===== src/rtl/core/brw_pkg.sv =====
// Shared types and constants for the bounded-risk window max-sum block.
// Used by brw_seq, the top level and the port checker; no dependencies.
`default_nettype none

package brw_pkg;

  localparam int unsigned WINDOW_DEPTH = 1024;
  localparam int unsigned VALUE_BITS   = 16;
  localparam int unsigned IDX_W        = $clog2(WINDOW_DEPTH);
  localparam int unsigned CNT_W        = $clog2(WINDOW_DEPTH + 1);
  localparam int unsigned SUM_W        = 26;
  localparam int unsigned THR_W        = 11;
  localparam int unsigned CMP_W        = CNT_W + THR_W;

  localparam logic [CNT_W-1:0] DEPTH_CNT = CNT_W'(WINDOW_DEPTH);
  localparam logic [IDX_W-1:0] LAST_IDX  = IDX_W'(WINDOW_DEPTH - 1);

  typedef struct packed {
    logic                  is_risky;
    logic [VALUE_BITS-1:0] piece_value;
  } brw_in_t;

  typedef struct packed {
    logic [SUM_W-1:0] window_sum;
    logic [SUM_W-1:0] best_sum;
    logic             refused;
  } brw_out_t;

  // One stored window slot
  typedef struct packed {
    logic                  mark;
    logic [VALUE_BITS-1:0] value;
  } brw_entry_t;

  // Store access from the sequencer
  typedef struct packed {
    logic             we;
    logic [IDX_W-1:0] waddr;
    brw_entry_t       wdata;
    logic             re;
    logic [IDX_W-1:0] raddr;
  } brw_mem_req_t;

  function automatic logic [IDX_W-1:0] next_slot(input logic [IDX_W-1:0] idx);
    return (idx == LAST_IDX) ? '0 : idx + 1'b1;
  endfunction

endpackage

`default_nettype wire


===== src/rtl/core/brw_seq.sv =====
// Sequencer and datapath: appends words to the store, pops the front on a
// risk overflow, keeps sums and counts. Depends on brw_pkg.
`default_nettype none

module brw_seq import brw_pkg::*; (
  input  wire logic         clk_i,
  input  wire logic         rst_ni,
  input  wire logic         in_valid_i,
  output logic              in_stall_o,
  input  wire brw_in_t      in_data_i,
  output logic              out_valid_o,
  input  wire logic         out_stall_i,
  output brw_out_t          out_data_o,
  input  wire logic         cfg_we_i,
  input  wire logic [THR_W-1:0] cfg_data_i,
  output brw_mem_req_t      mem_req_o,
  input  wire brw_entry_t   mem_rdata_i
);

  localparam logic [1:0] S_IDLE = 2'd0;
  localparam logic [1:0] S_READ = 2'd1;
  localparam logic [1:0] S_POP  = 2'd2;
  localparam logic [1:0] S_FIN  = 2'd3;

  logic [1:0]       state_q, state_d;
  logic [IDX_W-1:0] head_q, head_d;
  logic [IDX_W-1:0] tail_q, tail_d;
  logic [CNT_W-1:0] count_q, count_d;
  logic [CNT_W-1:0] marked_q, marked_d;
  logic [SUM_W-1:0] sum_q, sum_d;
  logic [SUM_W-1:0] best_q, best_d;
  logic [THR_W-1:0] thr_q, thr_d;
  logic             refused_q, refused_d;
  logic             out_valid_q, out_valid_d;
  brw_out_t         out_data_q, out_data_d;

  logic [CNT_W-1:0] marked_inc;
  logic [IDX_W-1:0] head_nx;

  assign marked_inc = marked_q + CNT_W'(in_data_i.is_risky);
  assign head_nx    = next_slot(head_q);

  always_comb begin
    state_d     = state_q;
    head_d      = head_q;
    tail_d      = tail_q;
    count_d     = count_q;
    marked_d    = marked_q;
    sum_d       = sum_q;
    best_d      = best_q;
    refused_d   = refused_q;
    out_valid_d = out_valid_q;
    out_data_d  = out_data_q;
    thr_d       = cfg_we_i ? cfg_data_i : thr_q;

    mem_req_o.we    = 1'b0;
    mem_req_o.waddr = tail_q;
    mem_req_o.wdata = '{mark: in_data_i.is_risky, value: in_data_i.piece_value};
    mem_req_o.re    = 1'b0;
    mem_req_o.raddr = head_q;

    if (out_valid_q && !out_stall_i) begin
      out_valid_d = 1'b0;
    end

    unique case (state_q)
      S_IDLE: begin
        if (in_valid_i) begin
          if (count_q == DEPTH_CNT) begin
            // full: refuse and leave the window alone
            refused_d = 1'b1;
            state_d   = S_FIN;
          end else begin
            refused_d    = 1'b0;
            mem_req_o.we = 1'b1;
            tail_d       = next_slot(tail_q);
            count_d      = count_q + 1'b1;
            sum_d        = sum_q + SUM_W'(in_data_i.piece_value);
            marked_d     = marked_inc;
            state_d      = (CMP_W'(marked_inc) > CMP_W'(thr_q)) ? S_READ : S_FIN;
          end
        end
      end
      S_READ: begin
        mem_req_o.re = 1'b1;
        state_d      = S_POP;
      end
      S_POP: begin
        // drop the front word; stop after the oldest marked one
        sum_d   = sum_q - SUM_W'(mem_rdata_i.value);
        head_d  = head_nx;
        count_d = count_q - 1'b1;
        if (mem_rdata_i.mark) begin
          marked_d = marked_q - 1'b1;
          state_d  = S_FIN;
        end else if (count_q == CNT_W'(1)) begin
          state_d = S_FIN;
        end else begin
          mem_req_o.re    = 1'b1;
          mem_req_o.raddr = head_nx;
        end
      end
      S_FIN: begin
        if (!out_valid_q || !out_stall_i) begin
          if (!refused_q && (sum_q > best_q)) begin
            best_d = sum_q;
          end
          out_valid_d          = 1'b1;
          out_data_d.window_sum = sum_q;
          out_data_d.best_sum   = (!refused_q && (sum_q > best_q)) ? sum_q : best_q;
          out_data_d.refused    = refused_q;
          state_d               = S_IDLE;
        end
      end
      default: state_d = S_IDLE;
    endcase
  end

  always_ff @(posedge clk_i or negedge rst_ni) begin
    if (!rst_ni) begin
      state_q     <= S_IDLE;
      head_q      <= '0;
      tail_q      <= '0;
      count_q     <= '0;
      marked_q    <= '0;
      sum_q       <= '0;
      best_q      <= '0;
      thr_q       <= '0;
      refused_q   <= 1'b0;
      out_valid_q <= 1'b0;
    end else begin
      state_q     <= state_d;
      head_q      <= head_d;
      tail_q      <= tail_d;
      count_q     <= count_d;
      marked_q    <= marked_d;
      sum_q       <= sum_d;
      best_q      <= best_d;
      thr_q       <= thr_d;
      refused_q   <= refused_d;
      out_valid_q <= out_valid_d;
    end
  end

  always_ff @(posedge clk_i) begin
    out_data_q <= out_data_d;
  end

  assign in_stall_o  = (state_q != S_IDLE);
  assign out_valid_o = out_valid_q;
  assign out_data_o  = out_data_q;

endmodule

`default_nettype wire


===== config.mk =====
export PLATFORM = sky130hd
export DESIGN_NAME = brw_seq
export DESIGN_NICKNAME = d
export VERILOG_FILES = /design/src/rtl/core/brw_pkg.sv /design/src/rtl/core/brw_seq.sv
export SDC_FILE = /design/constraint.sdc
export NUM_CORES = 1
export LEC_CHECK = 0
export BUFFER_PORTS_ARGS = -buffer_cell sky130_fd_sc_hd__buf_2
export CORE_MARGIN = 1.5
export CORE_UTILIZATION = 45
export DETAILED_ROUTE_END_ITERATION = 10
export PLACE_DENSITY = 0.71
export REMOVE_ABC_BUFFERS = 1
export SLEW_MARGIN = 20
export SYNTH_ARGS = -nofsm -noshare
export SYNTH_HDL_FRONTEND = slang
export SYNTH_SLANG_ARGS = --single-unit

===== constraint.sdc =====
create_clock -name clk_i -period 11.84 [get_ports clk_i]
set_input_delay 3.552 -clock clk_i [delete_from_list [all_inputs] [get_ports clk_i]]
set_output_delay 3.552 -clock clk_i [all_outputs]
set_load 0.01 [all_outputs]

[Word-level counts from Yosys, hierarchy flattened]
Cells that the tools add are included.
Word-level totals
  flip-flop bits (word level): 162
  logic and storage cells: 82
  input bits: 50
  output and inout port bits: 94
Operators by class
  bitwise operators: 1
  add/subtract/negate cells: 8
  muxes and demuxes: 31
  magnitude comparators: 2
  equal/unequal tests: 12
  reduce and logical (&&, ||, !) cells: 15
Operators with widths (count)
  26-bit 2-to-1 mux: 3
  11-bit 2-to-1 mux: 7
  26-bit case mux with 2 select lines: 1
  11-bit case mux with 2 select lines: 2
  10-bit 2-to-1 mux: 3
  26-bit by 16-bit adder with 26-bit output: 1
  26-bit greater-than comparator: 1
  26-bit by 16-bit subtractor with 26-bit output: 1
  11-bit by 1-bit subtractor with 11-bit output (second input constant): 2
  10-bit by 1-bit adder with 10-bit output (second input constant): 2
  10-bit == test (second input constant): 2
  2-bit 2-to-1 mux: 6
  11-bit by 1-bit adder with 11-bit output: 1
  11-bit by 1-bit adder with 11-bit output (second input constant): 1
  11-bit by 1-bit == test with 1-bit output (second input constant): 1
  11-bit == test (second input constant): 1
  11-bit greater-than comparator: 1
  3-bit AND reduction: 3
  2-bit inequality test (second input constant): 4
  2-bit case mux with 4 select lines: 1
  1-bit 2-to-1 mux: 7
  2-bit == test (second input constant): 2
  2-bit AND reduction: 2
  4-bit AND reduction: 1
  9 further kinds: 13

[Logic depth before layout (Yosys ltp)]
  depth after elaboration: 6
  depth in mapped cells: 15
  depth with buffers taken out: 14

[Least setup slack after synthesis]
No wires, ideal clock.
  kind: input port to output port
  start point: input mem_rdata_i[16] (netlist name)
  end point: output mem_req_o[3] (netlist name)
  path buffers: 1
  stages on the path: 5
  arrival: 4.635 ns
  path slack: 3.653 ns
  data required time: 8.288 ns
  cells stage by stage: nor2b_1 o21a_1 clkbuf_1 nand2_1 o31ai_1
RTL lines
  start: declaration: RTL line brw_seq.sv:17  | input wire brw_entry_t mem_rdata_i
  end: declaration: RTL line brw_seq.sv:16  | output brw_mem_req_t mem_req_o,

==> summary.md <==
| Metric | Value |
|---|---|
| Final hold vios | `0` |
| Post-synth EDFFs | `53` |
| WL/cell | `15.6 microns` |
| Crit-path max cell delay | `approximately 0.47 ns` |
| Clock Tree Root | `clkbuf_16` |
| DR vias/cell | `approximately 5.4` |
| CTS Sinks | `roughly 160` |
| Worst-path maximum fanout | `12` |
| Cell with the largest stage delay on the worst path | `o21a_1` |
| Final period util | `0.715` |
| Clock buffer depth | `2` |
| Synth Register Bits | `between 150 and 200` |
| DR iter-0 viols | `between 400 and 500` |
| Antenna violations before repair | `0` |
| Port Buf Inserts | `approximately 140` |
| I/O pin cnt | `144` |
| Pre-CTS WS | `between 3 and 4 ns` |
| Nets | `between 1000 and 1500` |
| Worst Tran Pin Value | `around 1.1 ns` |
| First-pass GRT wire length | `about 38 mm` |
| Via Count | `~7900` |
| Placer congestion estimate | `~0.9` |
| Drt first pass iters | `5` |
| CTS H-tree lvls | `4` |
| Critical Path End Type | `output port` |
| Critical path cell sequence | `buf_2 -> nor2b_1 -> o21a_1 -> nand2_1 -> o31ai_1 -> buf_2` |
| Remaining antenna violation count after routing | `0` |
| Hold Path Class | `register to register` |
| Ys async rst share | `0.673` |
| Startpoint Class | `input pin` |
| Status | `completed` |
| Overall power | `3.22 mW` |
| Area leader, netlist | `dfrtp_1` |
| Setup violations, final | `0` |
| Area contributors post-synth | `dfrtp_1, edfxtp_1, ha_1` |
| Slew Limit Fails | `0` |
| Hold path cells | `1` |
| Crit path kind | `input pin to output port` |
| Max_slew headroom | `0.296` |
| Avg Inst Size Synth | `a little under 10 sq um` |
| Pleak | `around 5 nW` |
| Max IR drop VDD | `~0.13 mV` |
| Worst reg-to-reg path cell count | `12` |
| Arrival @ worst endpoint | `slightly below 5 ns` |
| Maxcap violations | `0` |
| CTS tree | `done` |
| Fillcell total | `roughly 2100` |
| DP Wirelength | `roughly 16 mm` |
| Skew-Pair Late Insertion Delay | `about 0.43 ns` |
| Row count | `55` |
| Post-route cell area | `about 0.012 sq mm` |
| CTS Hold Bufs | `0` |
| Syn-to-layout area delta | `13.3%` |
| Largest net degree at the start of global routing | `between 70 and 80` |
| Die area | `roughly 0.024 sq mm` |
| Die W | `approximately 150 microns` |
| Antenna fix cells | `0` |
| Num CTS Buffers | `17` |
| Final min period | `between 8 and 9 ns` |
| Fraction of layout cells with a size suffix above 1 | `0.184` |
| RSZ-0062 raised after global routing | `false` |
| Top_reg_cell synth | `dfrtp_1` |
| Initial core utilization | `0.457` |
| Sequential Area | `~0.0043 sq mm` |
| CTS clk-pin slew, worst paths | `0.07 ns` |
| Buffers and inverters on the worst path | `2` |
| Area share of the largest cell type after synthesis | `0.265` |
| Vias in the first global route | `7517` |
| Clock Skew | `0.00791 ns` |
| # resized after CTS | `0` |
| Area after DPL | `0.0111 sq mm` |
| Peak Freq | `118 MHz` |
| Global Route Usage Sum | `0.198` |
| Core ar. | `0.0225 sq mm` |
| Mapped Cells | `1039` |
| Area of the multi-input gates | `roughly 0.0054 sq mm` |
| TNS Setup | `0 ns` |
| DRC viols | `0` |
| Post CTS Setup Buffer Count | `0` |
| Crit path max-delay family | `compound AO/OA/AOI/OAI gates` |
| Final wirelength | `between 20 and 25 mm` |
| Grt ovf | `0` |
| Post-Syn Area | `approximately 0.01 sq mm` |
| Synthesis Warnings | `0` |
| Critical path's most frequent cell | `buf_2` |
| WP depth | `6` |
| Seq/Total Area, Yosys | `0.420` |
| Final worst slack | `about 3.4 ns` |
| Critical Path RT | `8.29 ns` |
| Netlist cell types | `between 80 and 90` |
| Die H | `~150 microns` |
| Pwr Density | `between 200 and 300 mW/mm^2` |
registers in the layout (all words and copies together) (netlist names):
name,cells
best_q,26
count_q,11
head_q,10
marked_q,11
out_data_o,53
out_valid_o,1
refused_q,1
state_q,2
sum_q,26
tail_q,10
thr_q,11
where the power goes:
group	total, mW	switching (mW)	leakage (nW)	internal [mW]
clock	0.524	0.234	0.257	0.290
sequential	1.02	0.188	1.79	0.833
combinational	1.67	0.973	3.07	0.698
total	3.22	1.39	5.12	1.82
worst reg2reg max path, delay by kind of cell, from the launching register on:
kind | cells | cell delay (ns)
AO/OA/AOI/OAI | 4 | 1.46
adder cells (fa/ha/maj) | 2 | 0.51
AND/OR/NAND/NOR | 4 | 0.93
buffers and inverters | 2 | 0.73
flip-flops | 1 | 0.40
routing by layer:
layer  up-vias  GRT usage  share of wire
met2       133      0.343           0.49
met3        27     0.0356          0.031
met4         0     0.0569          0.018
li1       3962          -              -
met5         -          0              0
met1      3731      0.253           0.46
metrics by stage:
| stage | util | cells | hold WS, ns |
|---|---|---|---|
| floorplan | - | 983 | 0.464 |
| global route | 0.518 | 1447 | 0.518 |
| finish | 0.518 | 1447 | 0.489 |
| global placement | 0.493 | 1415 | 0.484 |
| CTS | 0.518 | 1447 | 0.495 |
| detailed placement | 0.493 | 1415 | 0.482 |
worst paths after layout:
| path | slack, ns | from | endpoint |
|---|---|---|---|
| setup / recovery | 3.38 | mem_rdata_i[16] | mem_req_o[5] |
| hold reg to reg | 0.49 | count_q[9] | count_q[9] |
| min in group asynchronous | 3.11 | rst_ni | tail_q[2] |
| hold / removal | 0.49 | count_q[9] | count_q[9] |
| max in group asynchronous | 7.41 | rst_ni | sum_q[8] |
| setup reg to reg | 7.69 | state_q[0] | sum_q[15] |
layout make-up:
type,instances,share of cell area
multi-input cells,754,0.465
flip-flops and latches,162,0.371
repair buffers,147,0.0642
clock buffers,17,0.0365
well taps,285,0.0306
inverters,67,0.0221
clock inverters,15,0.0114
Yosys cell counts, drive strengths merged (24+ instances only):
library cell,number
a21o,24
a21oi,61
buf,29
clkbuf,27
dfrtp,109
edfxtp,53
ha,75
inv,66
mux2,52
nand2,97
nand3,31
nor2,63
o21ai,60
xnor2,39
placed cells by master (no fill, tap or decap), types with 10 or more instances in the layout:
| cell type | instances |
|---|---|
| inv_1 | 64 |
| ha_1 | 74 |
| mux2_1 | 39 |
| nand4_1 | 23 |
| dfrtp_1 | 109 |
| and3_1 | 16 |
| edfxtp_1 | 53 |
| nor2_1 | 63 |
| a21o_1 | 24 |
| o21ai_1 | 21 |
| mux2i_1 | 10 |
| o31ai_1 | 10 |
| nand3_1 | 30 |
| clkbuf_16 | 17 |
| nand2b_1 | 15 |
| xnor2_1 | 39 |
| a21oi_1 | 61 |
| nor3_1 | 16 |
| buf_2 | 142 |
| xor2_1 | 23 |
| nand2_1 | 96 |
| mux2_2 | 13 |
| o21ai_0 | 37 |
| o21a_1 | 15 |
cell families after synthesis:
kind of cell / synth area share
adder cells (fa/ha/maj): 0.0932
XOR/XNOR: 0.0528
AND/OR/NAND/NOR: 0.159
buffers and inverters: 0.0539
flip-flops: 0.420
multiplexers: 0.0667
AO/OA/AOI/OAI: 0.155
Note: power is estimated with default switching activity, not from simulation.
